### config.mk
export PLATFORM = sky130hd
export DESIGN_NAME = vram_store_transfer_writer
export DESIGN_NICKNAME = d
export VERILOG_FILES = /design/src/hdl/vstw_pkg.sv /design/src/hdl/vstw_front.sv /design/src/hdl/vstw_queue.sv /design/src/hdl/vstw_back.sv /design/src/hdl/vram_store_transfer_writer.sv
export SDC_FILE = /design/constraint.sdc
export NUM_CORES = 1
export LEC_CHECK = 0
export BUFFER_PORTS_ARGS = -buffer_cell sky130_fd_sc_hd__buf_2
export CORE_MARGIN = 1.5
export CORE_UTILIZATION = 50
export CTS_BUF_LIST = sky130_fd_sc_hd__clkbuf_16
export CTS_CLUSTER_SIZE = 40
export DETAILED_ROUTE_END_ITERATION = 12
export PLACE_DENSITY = 0.69
export SETUP_SLACK_MARGIN = 0.2
export SKIP_LAST_GASP = 1
export SYNTH_ARGS = -nofsm -noshare
export SYNTH_HDL_FRONTEND = slang
export SYNTH_HIERARCHICAL = 1
export SYNTH_SLANG_ARGS = --single-unit
### constraint.sdc
create_clock -name aclk -period 12.1 [get_ports aclk]
set_input_delay 0.605 -clock aclk [delete_from_list [all_inputs] [get_ports aclk]]
set_output_delay 0.605 -clock aclk [all_outputs]
set_load 0.01 [all_outputs]
### src/hdl/vstw_pkg.sv
// ----------------------------------------------------------------------------
// vstw_pkg: shared types and constants of the framebuffer transfer writer
// Framebuffer geometry, channel payload structs, queue entry and state codes.
// ----------------------------------------------------------------------------
package vstw_pkg;

    localparam int FB_WIDTH  = 1024;
    localparam int FB_HEIGHT = 512;

    localparam int WORD_W = 32;
    localparam int HALF_W = 16;
    localparam int CMD_W  = 8;

    localparam logic [CMD_W-1:0] HEADER_CODE = 8'hA0;

    localparam int X_W  = $clog2(FB_WIDTH);
    localparam int Y_W  = $clog2(FB_HEIGHT);
    localparam int RW_W = $clog2(FB_WIDTH + 1);
    localparam int RH_W = $clog2(FB_HEIGHT + 1);
    localparam int PL_W = $clog2(FB_WIDTH * FB_HEIGHT + 1);

    // Reduction of a 16-bit coordinate modulo the framebuffer size is done
    // with a reciprocal multiply followed by one correcting subtraction.
    localparam int     PROD_W   = 2 * HALF_W + 1;
    localparam int     X_SHIFT  = HALF_W + X_W;
    localparam int     Y_SHIFT  = HALF_W + Y_W;
    localparam longint X_RECIP  = (64'd1 << X_SHIFT) / FB_WIDTH;
    localparam longint Y_RECIP  = (64'd1 << Y_SHIFT) / FB_HEIGHT;

    localparam int QUEUE_DEPTH = 4;
    localparam int QP_W        = $clog2(QUEUE_DEPTH);
    localparam int QC_W        = $clog2(QUEUE_DEPTH + 1);

    typedef struct packed {
        logic [WORD_W-1:0] word;
        logic              sink_ready;
    } in_t;

    typedef struct packed {
        logic              accepted;
        logic              write_valid;
        logic [X_W-1:0]    pixel_x;
        logic [Y_W-1:0]    pixel_y;
        logic [HALF_W-1:0] pixel_value;
        logic              transfer_done;
        logic              last;
    } out_t;

    typedef enum logic [1:0] {
        PH_IDLE,
        PH_POSITION,
        PH_SIZE,
        PH_DATA
    } phase_t;

    typedef enum logic [2:0] {
        ENT_REJECT,
        ENT_ACK,
        ENT_POS,
        ENT_SIZE,
        ENT_DATA
    } ent_kind_t;

    typedef struct packed {
        ent_kind_t         kind;
        logic [WORD_W-1:0] word;
        logic [RW_W-1:0]   rect_w;
        logic              pair;
        logic              done;
    } entry_t;

endpackage

### src/hdl/vstw_front.sv
// ----------------------------------------------------------------------------
// vstw_front: command decoder of the transfer writer
// Accepts stream words, tracks the transfer phase and pixel budget, and
// queues one classified entry per accepted word.
// ----------------------------------------------------------------------------
module vstw_front (
    input  logic            aclk,
    input  logic            aresetn,
    input  logic            s_valid,
    output logic            s_ready,
    input  vstw_pkg::in_t   s_data,
    output logic            push,
    output vstw_pkg::entry_t push_entry,
    input  logic            queue_full
);

    vstw_pkg::phase_t                phase_reg, phase_next;
    logic [vstw_pkg::PL_W-1:0]       pixels_left_reg, pixels_left_next;

    logic                            take;
    logic                            is_header;
    logic [vstw_pkg::HALF_W-1:0]     w_raw, h_raw, w_eff, h_eff;
    logic                            oversize;
    logic [vstw_pkg::RW_W-1:0]       rect_w;
    logic [vstw_pkg::RH_W-1:0]       rect_h;
    logic [vstw_pkg::PL_W-1:0]       area;
    logic                            data_ok;
    logic                            pair;
    logic [vstw_pkg::PL_W-1:0]       left_after;

    assign s_ready = !queue_full;
    assign take    = s_valid && s_ready;

    assign is_header = s_data.word[vstw_pkg::WORD_W-1 -: vstw_pkg::CMD_W]
                       == vstw_pkg::HEADER_CODE;

    assign w_raw = s_data.word[vstw_pkg::HALF_W-1:0];
    assign h_raw = s_data.word[vstw_pkg::WORD_W-1:vstw_pkg::HALF_W];
    assign w_eff = (w_raw == '0) ? vstw_pkg::HALF_W'(vstw_pkg::FB_WIDTH) : w_raw;
    assign h_eff = (h_raw == '0) ? vstw_pkg::HALF_W'(vstw_pkg::FB_HEIGHT) : h_raw;
    assign oversize = (w_eff > vstw_pkg::HALF_W'(vstw_pkg::FB_WIDTH))
                   || (h_eff > vstw_pkg::HALF_W'(vstw_pkg::FB_HEIGHT));
    assign rect_w = vstw_pkg::RW_W'(w_eff);
    assign rect_h = vstw_pkg::RH_W'(h_eff);
    assign area   = vstw_pkg::PL_W'(rect_w) * vstw_pkg::PL_W'(rect_h);

    assign data_ok    = (pixels_left_reg != '0) && s_data.sink_ready;
    assign pair       = pixels_left_reg >= vstw_pkg::PL_W'(2);
    assign left_after = pixels_left_reg - (pair ? vstw_pkg::PL_W'(2) : vstw_pkg::PL_W'(1));

    // Next phase and pixel budget.
    always_comb begin
        phase_next       = phase_reg;
        pixels_left_next = pixels_left_reg;
        if (take) begin
            unique case (phase_reg)
                vstw_pkg::PH_IDLE: begin
                    if (is_header) begin
                        phase_next = vstw_pkg::PH_POSITION;
                    end
                end
                vstw_pkg::PH_POSITION: begin
                    phase_next = vstw_pkg::PH_SIZE;
                end
                vstw_pkg::PH_SIZE: begin
                    if (!oversize) begin
                        phase_next       = vstw_pkg::PH_DATA;
                        pixels_left_next = area;
                    end
                end
                vstw_pkg::PH_DATA: begin
                    if (data_ok) begin
                        pixels_left_next = left_after;
                        if (left_after == '0) begin
                            phase_next = vstw_pkg::PH_IDLE;
                        end
                    end
                end
                default: begin
                    phase_next = vstw_pkg::PH_IDLE;
                end
            endcase
        end
    end

    // Queue entry for the accepted word.
    always_comb begin
        push              = take;
        push_entry        = '0;
        push_entry.kind   = vstw_pkg::ENT_REJECT;
        push_entry.word   = s_data.word;
        push_entry.rect_w = rect_w;
        push_entry.pair   = pair;
        push_entry.done   = (left_after == '0);
        unique case (phase_reg)
            vstw_pkg::PH_IDLE: begin
                push_entry.kind = is_header ? vstw_pkg::ENT_ACK : vstw_pkg::ENT_REJECT;
            end
            vstw_pkg::PH_POSITION: begin
                push_entry.kind = vstw_pkg::ENT_POS;
            end
            vstw_pkg::PH_SIZE: begin
                push_entry.kind = oversize ? vstw_pkg::ENT_REJECT : vstw_pkg::ENT_SIZE;
            end
            vstw_pkg::PH_DATA: begin
                push_entry.kind = data_ok ? vstw_pkg::ENT_DATA : vstw_pkg::ENT_REJECT;
            end
            default: begin
                push_entry.kind = vstw_pkg::ENT_REJECT;
            end
        endcase
    end

    always_ff @(posedge aclk) begin
        if (!aresetn) begin
            phase_reg       <= vstw_pkg::PH_IDLE;
            pixels_left_reg <= '0;
        end else begin
            phase_reg       <= phase_next;
            pixels_left_reg <= pixels_left_next;
        end
    end

endmodule

### src/hdl/vstw_queue.sv
// ----------------------------------------------------------------------------
// vstw_queue: entry queue between decoder and write engine
// A small first-in first-out buffer of classified entries.
// ----------------------------------------------------------------------------
module vstw_queue (
    input  logic             aclk,
    input  logic             aresetn,
    input  logic             push,
    input  vstw_pkg::entry_t push_entry,
    output logic             full,
    input  logic             pop,
    output logic             head_valid,
    output vstw_pkg::entry_t head_entry
);

    vstw_pkg::entry_t                slots_reg [vstw_pkg::QUEUE_DEPTH];
    logic [vstw_pkg::QP_W-1:0]       wr_ptr_reg, wr_ptr_next;
    logic [vstw_pkg::QP_W-1:0]       rd_ptr_reg, rd_ptr_next;
    logic [vstw_pkg::QC_W-1:0]       count_reg, count_next;

    assign full       = count_reg == vstw_pkg::QC_W'(vstw_pkg::QUEUE_DEPTH);
    assign head_valid = count_reg != '0;
    assign head_entry = slots_reg[rd_ptr_reg];

    always_comb begin
        wr_ptr_next = wr_ptr_reg;
        rd_ptr_next = rd_ptr_reg;
        count_next  = count_reg;
        if (push) begin
            wr_ptr_next = (wr_ptr_reg == vstw_pkg::QP_W'(vstw_pkg::QUEUE_DEPTH - 1))
                          ? '0 : wr_ptr_reg + 1'b1;
        end
        if (pop) begin
            rd_ptr_next = (rd_ptr_reg == vstw_pkg::QP_W'(vstw_pkg::QUEUE_DEPTH - 1))
                          ? '0 : rd_ptr_reg + 1'b1;
        end
        if (push && !pop) begin
            count_next = count_reg + 1'b1;
        end else if (pop && !push) begin
            count_next = count_reg - 1'b1;
        end
    end

    always_ff @(posedge aclk) begin
        if (push) begin
            slots_reg[wr_ptr_reg] <= push_entry;
        end
    end

    always_ff @(posedge aclk) begin
        if (!aresetn) begin
            wr_ptr_reg <= '0;
            rd_ptr_reg <= '0;
            count_reg  <= '0;
        end else begin
            wr_ptr_reg <= wr_ptr_next;
            rd_ptr_reg <= rd_ptr_next;
            count_reg  <= count_next;
        end
    end

endmodule

### src/hdl/vstw_back.sv
// ----------------------------------------------------------------------------
// vstw_back: write engine of the transfer writer
// Turns queued entries into results: acknowledgments, rejections and one
// framebuffer write per pixel, with wrapped addresses.
// ----------------------------------------------------------------------------
module vstw_back (
    input  logic             aclk,
    input  logic             aresetn,
    input  logic             head_valid,
    input  vstw_pkg::entry_t head_entry,
    output logic             pop,
    output logic             m_valid,
    input  logic             m_ready,
    output vstw_pkg::out_t   m_data
);

    logic                          out_valid_reg, out_valid_next;
    vstw_pkg::out_t                out_data_reg, out_data_next;
    logic                          half_reg, half_next;
    logic                          mod_reg, mod_next;
    logic [vstw_pkg::X_W-1:0]      col_reg, col_next;
    logic [vstw_pkg::Y_W-1:0]      row_reg, row_next;
    logic [vstw_pkg::X_W-1:0]      base_x_reg, base_x_next;
    logic [vstw_pkg::Y_W-1:0]      base_y_reg, base_y_next;
    logic [vstw_pkg::RW_W-1:0]     width_reg, width_next;
    logic [vstw_pkg::HALF_W-1:0]   qx_reg, qx_next;
    logic [vstw_pkg::HALF_W-1:0]   qy_reg, qy_next;

    logic                          can_load;
    logic [vstw_pkg::HALF_W-1:0]   pos_x, pos_y;
    logic [vstw_pkg::PROD_W-1:0]   prod_x, prod_y;
    logic [vstw_pkg::HALF_W-1:0]   rem_x, rem_y;
    logic [vstw_pkg::HALF_W-1:0]   mod_x, mod_y;
    logic [vstw_pkg::X_W:0]        sum_x;
    logic [vstw_pkg::Y_W:0]        sum_y;
    logic [vstw_pkg::X_W-1:0]      wr_x;
    logic [vstw_pkg::Y_W-1:0]      wr_y;
    logic [vstw_pkg::RW_W-1:0]     col_inc;
    logic                          is_last;

    assign can_load = !out_valid_reg || m_ready;
    assign m_valid  = out_valid_reg;
    assign m_data   = out_data_reg;

    // Position reduction, first step: quotient estimate, registered.
    assign pos_x  = head_entry.word[vstw_pkg::HALF_W-1:0];
    assign pos_y  = head_entry.word[vstw_pkg::WORD_W-1:vstw_pkg::HALF_W];
    assign prod_x = vstw_pkg::PROD_W'(pos_x) * vstw_pkg::PROD_W'(vstw_pkg::X_RECIP);
    assign prod_y = vstw_pkg::PROD_W'(pos_y) * vstw_pkg::PROD_W'(vstw_pkg::Y_RECIP);

    // Second step: remainder, off by at most one modulus.
    assign rem_x = pos_x - vstw_pkg::HALF_W'(qx_reg * vstw_pkg::HALF_W'(vstw_pkg::FB_WIDTH));
    assign rem_y = pos_y - vstw_pkg::HALF_W'(qy_reg * vstw_pkg::HALF_W'(vstw_pkg::FB_HEIGHT));
    assign mod_x = (rem_x >= vstw_pkg::HALF_W'(vstw_pkg::FB_WIDTH))
                   ? rem_x - vstw_pkg::HALF_W'(vstw_pkg::FB_WIDTH) : rem_x;
    assign mod_y = (rem_y >= vstw_pkg::HALF_W'(vstw_pkg::FB_HEIGHT))
                   ? rem_y - vstw_pkg::HALF_W'(vstw_pkg::FB_HEIGHT) : rem_y;

    // Write address; both operands are below the framebuffer size.
    assign sum_x = (vstw_pkg::X_W + 1)'(base_x_reg) + (vstw_pkg::X_W + 1)'(col_reg);
    assign sum_y = (vstw_pkg::Y_W + 1)'(base_y_reg) + (vstw_pkg::Y_W + 1)'(row_reg);
    assign wr_x  = (sum_x >= (vstw_pkg::X_W + 1)'(vstw_pkg::FB_WIDTH))
                   ? vstw_pkg::X_W'(sum_x - (vstw_pkg::X_W + 1)'(vstw_pkg::FB_WIDTH))
                   : vstw_pkg::X_W'(sum_x);
    assign wr_y  = (sum_y >= (vstw_pkg::Y_W + 1)'(vstw_pkg::FB_HEIGHT))
                   ? vstw_pkg::Y_W'(sum_y - (vstw_pkg::Y_W + 1)'(vstw_pkg::FB_HEIGHT))
                   : vstw_pkg::Y_W'(sum_y);

    assign col_inc = vstw_pkg::RW_W'(col_reg) + 1'b1;
    assign is_last = !head_entry.pair || half_reg;

    always_comb begin
        pop            = 1'b0;
        out_valid_next = out_valid_reg && !m_ready;
        out_data_next  = out_data_reg;
        half_next      = half_reg;
        mod_next       = mod_reg;
        col_next       = col_reg;
        row_next       = row_reg;
        base_x_next    = base_x_reg;
        base_y_next    = base_y_reg;
        width_next     = width_reg;
        qx_next        = qx_reg;
        qy_next        = qy_reg;
        if (head_valid && can_load) begin
            unique case (head_entry.kind)
                vstw_pkg::ENT_REJECT: begin
                    pop                = 1'b1;
                    out_valid_next     = 1'b1;
                    out_data_next      = '0;
                    out_data_next.last = 1'b1;
                end
                vstw_pkg::ENT_ACK: begin
                    pop                    = 1'b1;
                    out_valid_next         = 1'b1;
                    out_data_next          = '0;
                    out_data_next.accepted = 1'b1;
                    out_data_next.last     = 1'b1;
                end
                vstw_pkg::ENT_POS: begin
                    if (!mod_reg) begin
                        mod_next = 1'b1;
                        qx_next  = vstw_pkg::HALF_W'(prod_x >> vstw_pkg::X_SHIFT);
                        qy_next  = vstw_pkg::HALF_W'(prod_y >> vstw_pkg::Y_SHIFT);
                    end else begin
                        mod_next               = 1'b0;
                        pop                    = 1'b1;
                        base_x_next            = vstw_pkg::X_W'(mod_x);
                        base_y_next            = vstw_pkg::Y_W'(mod_y);
                        out_valid_next         = 1'b1;
                        out_data_next          = '0;
                        out_data_next.accepted = 1'b1;
                        out_data_next.last     = 1'b1;
                    end
                end
                vstw_pkg::ENT_SIZE: begin
                    pop                    = 1'b1;
                    width_next             = head_entry.rect_w;
                    col_next               = '0;
                    row_next               = '0;
                    out_valid_next         = 1'b1;
                    out_data_next          = '0;
                    out_data_next.accepted = 1'b1;
                    out_data_next.last     = 1'b1;
                end
                vstw_pkg::ENT_DATA: begin
                    out_valid_next              = 1'b1;
                    out_data_next.accepted      = 1'b1;
                    out_data_next.write_valid   = 1'b1;
                    out_data_next.pixel_x       = wr_x;
                    out_data_next.pixel_y       = wr_y;
                    out_data_next.pixel_value   = half_reg
                        ? head_entry.word[vstw_pkg::WORD_W-1:vstw_pkg::HALF_W]
                        : head_entry.word[vstw_pkg::HALF_W-1:0];
                    out_data_next.transfer_done = head_entry.done && is_last;
                    out_data_next.last          = is_last;
                    if (col_inc >= width_reg) begin
                        col_next = '0;
                        row_next = row_reg + 1'b1;
                    end else begin
                        col_next = vstw_pkg::X_W'(col_inc);
                    end
                    if (is_last) begin
                        pop       = 1'b1;
                        half_next = 1'b0;
                        if (head_entry.done) begin
                            col_next = '0;
                            row_next = '0;
                        end
                    end else begin
                        half_next = 1'b1;
                    end
                end
                default: begin
                    pop = 1'b1;
                end
            endcase
        end
    end

    always_ff @(posedge aclk) begin
        if (!aresetn) begin
            out_valid_reg <= 1'b0;
            half_reg      <= 1'b0;
            mod_reg       <= 1'b0;
            col_reg       <= '0;
            row_reg       <= '0;
        end else begin
            out_valid_reg <= out_valid_next;
            half_reg      <= half_next;
            mod_reg       <= mod_next;
            col_reg       <= col_next;
            row_reg       <= row_next;
        end
    end

    always_ff @(posedge aclk) begin
        out_data_reg <= out_data_next;
        base_x_reg   <= base_x_next;
        base_y_reg   <= base_y_next;
        width_reg    <= width_next;
        qx_reg       <= qx_next;
        qy_reg       <= qy_next;
    end

endmodule

### src/hdl/vram_store_transfer_writer.sv
// ----------------------------------------------------------------------------
// vram_store_transfer_writer: CPU-to-framebuffer rectangle transfer writer
// Decodes a header, position, size and pixel-data stream into per-pixel
// framebuffer writes with wrapped addresses.
// ----------------------------------------------------------------------------
// Usage. Command words arrive on the s_ channel (valid/ready); each accepted
// transaction carries one 32-bit word and the sink_ready flag sampled with
// it. Results leave on the m_ channel (valid/ready), one transaction per
// result: one for a header, position, size or rejected word, and one per
// pixel for a data word (two, or one for the odd final pixel), the final
// one of each word flagged by last.
// Each accepted word passes through the queue and the registered output;
// the position word also passes through the quotient register, as its
// coordinates are reduced modulo the framebuffer size by a reciprocal multiply.
// Throughput is set by the write engine, which, while the receiver is
// ready, emits one result per cycle, one per pixel of a data word, and
// none in the quotient step of the position word. A four-entry queue
// parts the decoder from the engine, so the input keeps being accepted
// while the engine or the receiver is busy. When the receiver stalls, the
// registered result holds and the queue fills; s_ready falls only once
// the queue is full. Reset clears the phase to idle, the pixel budget,
// the queue and the output valid flag; no clearing pass is needed.
// ----------------------------------------------------------------------------
module vram_store_transfer_writer (
    input  logic           aclk,
    input  logic           aresetn,
    input  logic           s_valid,
    output logic           s_ready,
    input  vstw_pkg::in_t  s_data,
    output logic           m_valid,
    input  logic           m_ready,
    output vstw_pkg::out_t m_data
);

    // Decoder to queue.
    logic             push;
    vstw_pkg::entry_t push_entry;
    logic             queue_full;

    // Queue to write engine.
    logic             pop;
    logic             head_valid;
    vstw_pkg::entry_t head_entry;

    // The decoder owns the transfer phase and the remaining pixel count, so it
    // can classify every word at once, including rejections of data words.
    vstw_front u_front (
        .aclk       (aclk),
        .aresetn    (aresetn),
        .s_valid    (s_valid),
        .s_ready    (s_ready),
        .s_data     (s_data),
        .push       (push),
        .push_entry (push_entry),
        .queue_full (queue_full)
    );

    vstw_queue u_queue (
        .aclk       (aclk),
        .aresetn    (aresetn),
        .push       (push),
        .push_entry (push_entry),
        .full       (queue_full),
        .pop        (pop),
        .head_valid (head_valid),
        .head_entry (head_entry)
    );

    // The write engine owns the origin, the width and the column and row
    // walk; entries reach it in order, so its view stays consistent.
    vstw_back u_back (
        .aclk       (aclk),
        .aresetn    (aresetn),
        .head_valid (head_valid),
        .head_entry (head_entry),
        .pop        (pop),
        .m_valid    (m_valid),
        .m_ready    (m_ready),
        .m_data     (m_data)
    );

endmodule

==> metrics.md <==
| Metric | Value |
|---|---|
| VDD IR-drop max | `0.000233 V` |
| Crit path DAT | `7.04 ns` |
| Fill cells | `2857` |
| Core area | `34700 sq um` |
| Worst R2R Start | `u_front/pixels_left_reg[7]$_SDFFE_PN0P_` |
| Starting DRT DRC Count | `804` |
| Chip height | `191 microns` |
| I/O pins | `78` |
| Syn_area_per_cell | `12.6 sq um` |
| Via Count | `10800` |
| Inserted Clock Buffers | `35` |
| DRT antenna net count | `0` |
| CP startpoint | `s_data[10]` |
| Number of global-route vias before repair | `10900` |
| CTS resizes | `0` |
| Placer congestion estimate | `0.862` |
| Final setup violation count | `0` |
| Top_reg_cell synth | `edfxtp_1` |
| Worst R2R Path Depth | `13` |
| Worst EP required | `12.54 ns` |
| Largest register FFs | `192` |
| Final worst path period need | `6.60 ns` |
| Setup CP Type | `input pin to flip-flop` |
| Final Skew | `0.0201 ns` |
| RSZ-0062 raised after global routing | `no` |
| Initial antenna violation count | `0` |
| Pwr/cell area | `199 nW/um^2` |
| #FFs+latches synth | `314` |
| Post-synth EDFFs | `261` |
| Max Slew Vio Count | `0` |
| Largest net degree at the start of global routing | `49` |
| Slew headroom | `0.310` |
| TritonCTS clock tree | `built` |
| # rows | `68` |
| # DRC | `0` |
| H-tree depth | `2` |
| Gr busiest metal | `met2` |
| Layout Utilization | `0.553` |
| Max-cap violations | `0` |
| Root Driver | `clkbuf_16` |
| Max Fanout on Critical Path | `19` |
| Syn_nets | `1611` |
| Hold-fix buffers at CTS | `0` |
| Worst hold path startpoint | `s_data[12]` |
| Hold Path Class | `input pin to flip-flop` |
| FFs w/ async S/R, synth | `0` |
| ANT cells | `0` |
| Area of the multi-input gates | `7770 sq um` |
| Setup crit start kind | `input pin` |
| Initial core utilization | `0.510` |
| First-pass GRT wire length | `58200 microns` |
| End of the worst register-to-register path | `u_front/phase_reg[1]$_SDFFE_PN0P_` |
| All-Layer GR Usage | `0.204` |
| Syn Inst Count | `1407` |
| Total Die Area | `36500 sq um` |
| Dpl hpwl | `25200 microns` |
| Status | `finished clean` |
| Crit path capture | `u_front/pixels_left_reg[18]$_SDFFE_PN0P_` |
| Sequential-to-total area share from yosys stat | `0.503` |
| Fmax | `151 MHz` |
| Clk sink count | `314` |
| Most common cell after layout, fill and taps aside | `edfxtp_1` |
| Pre-antenna DRT Iters | `5` |
| Layout cells sized above 1 | `0.150` |
| Leak | `7.42 nW` |
| Die W | `191 microns` |
| Syn Std Cell Area | `17700 sq um` |
| Crit. End Element | `flip-flop` |
| Clock buffer depth | `3` |
| Layout area overhead | `8.59%` |
| Final Hold Fails | `0` |
| Met1 Resource Use GR | `0.281` |
| Reg2Reg Setup Slack | `7.46 ns` |
| Post-placement setup slack | `5.05 ns` |
| Total wire length | `36200 microns` |
| Routed vias/inst | `5.62` |
| Crit share post-route | `0.546` |
| Reg clk slew, reported paths | `0.06 ns` |
| Final setup TNS | `0 ns` |
| Postcts setup bufs | `0` |
| Worst-skew pair later-pin latency | `0.51 ns` |
| PortBufs | `77` |
| Met3 Use GR | `0.0308` |
| Total grt overflow | `0` |
| Most frequent cells in the layout | `edfxtp_1 (261), inv_1 (117), nand2_1 (107)` |
| Final worst setup slack | `5.50 ns` |
| Avg WL per Cell | `19.0 microns` |
| Reg area | `8900 sq um` |
| Synth cell types | `80` |
| Final Net Count | `1636` |
| Worst-Margin Slew | `1.03 ns` |
| Yosys Warn Count | `6` |
| Met2 usage | `0.334` |
-- metrics by stage --
| stage | hold slack (ns) | area, sq um | instances | power [mW] |
|---|---|---|---|---|
| after global routing | 0.332 | 19200 | 1912 | 4.06 |
| final | 0.331 | 19200 | 1912 | 3.82 |
| after global placement | 0.476 | 18100 | 1850 | 2.83 |
| after floorplan | 0.452 | 17700 | 1407 | 2.48 |
| after CTS | 0.315 | 19200 | 1912 | 3.85 |
| after detailed placement | 0.482 | 18100 | 1850 | 2.86 |
-- layer usage --
| metal | routed length, microns | share of wire |
|---|---|---|
| met5 | 0 | 0 |
| met4 | 1030 | 0.028 |
| met3 | 1930 | 0.053 |
| met2 | 17500 | 0.48 |
| met1 | 15800 | 0.44 |
-- area by class of cell --
class                           instances  share of cell area
Sequential cell                       314               0.463
Multi-Input combinational cell        880               0.404
Clock buffer                           37              0.0482
Tap cell                              455              0.0296
Timing Repair Buffer                   88              0.0244
Inverter                              113              0.0223
Clock inverter                         25             0.00769
-- Yosys cell counts, drive strengths merged (7+ instances only) --
cell	n	area, sq um
edfxtp	261	7840
inv	111	417
nand2	108	408
ha	94	1180
nor2	79	299
and2	77	482
fa	73	1460
buf	58	429
dfxtp	53	1060
a21oi	49	253
mux4	48	1080
clkbuf	41	154
o21ai	40	200
mux2i	28	280
xor2	25	219
nor3	24	120
xnor2	24	210
nand3	20	105
or3	18	126
nor2b	14	90.1
or4	14	113
and3	12	75.1
nand2b	11	68.8
a21o	10	75.1
a31oi	10	62.6
nor4	9	56.3
o22ai	7	43.8
-- how the worst min path moves through the flow --
stage / cells after the start / slack (ns) / end
after CTS: 1 / 0.32 / u_queue/slots_reg[2][25]$_DFFE_PP_
final: 1 / 0.33 / u_queue/slots_reg[3][24]$_DFFE_PP_
after global placement: 2 / 0.48 / u_front/phase_reg[0]$_SDFFE_PN0P_
after global routing: 1 / 0.33 / u_queue/slots_reg[1][25]$_DFFE_PP_
after detailed placement: 2 / 0.48 / u_front/phase_reg[0]$_SDFFE_PN0P_
after floorplan: 2 / 0.45 / u_front/phase_reg[0]$_SDFFE_PN0P_
-- power breakdown --
group / internal [mW] / switching [mW]
sequential: 1.37 / 0.0393
clock: 0.574 / 0.411
combinational: 0.582 / 0.848
-- kinds of logic (layout without fill, tap and decap cells) --
group,after synthesis,in the layout,share of synthesized area
AOI/OAI and AO/OA,181,181,0.0686
xor gates and xnor gates,49,49,0.0243
adders and majority gates,167,167,0.149
buffers and inverters,213,263,0.0591
DFF,314,314,0.503
muxes,79,79,0.0789
and+or+nand+nor,404,404,0.117
-- worst max-delay path: stages --
cell      delay, ns
buf_2          0.23
or4_1          0.57
or3_1          0.42
o41ai_2        0.41
buf_4          0.28
nand2_1        0.10
fa_1           0.51
inv_1          0.05
fa_1           0.51
fa_1           0.44
fa_1           0.49
ha_1           0.30
ha_1           0.40
o211ai_1       0.14
o21a_1         0.21
a211oi_1       0.41
o221ai_1       0.26
o21ai_0        0.23
mux2_2         0.35
a21oi_1        0.12
(Power assumes the default switching activity.)
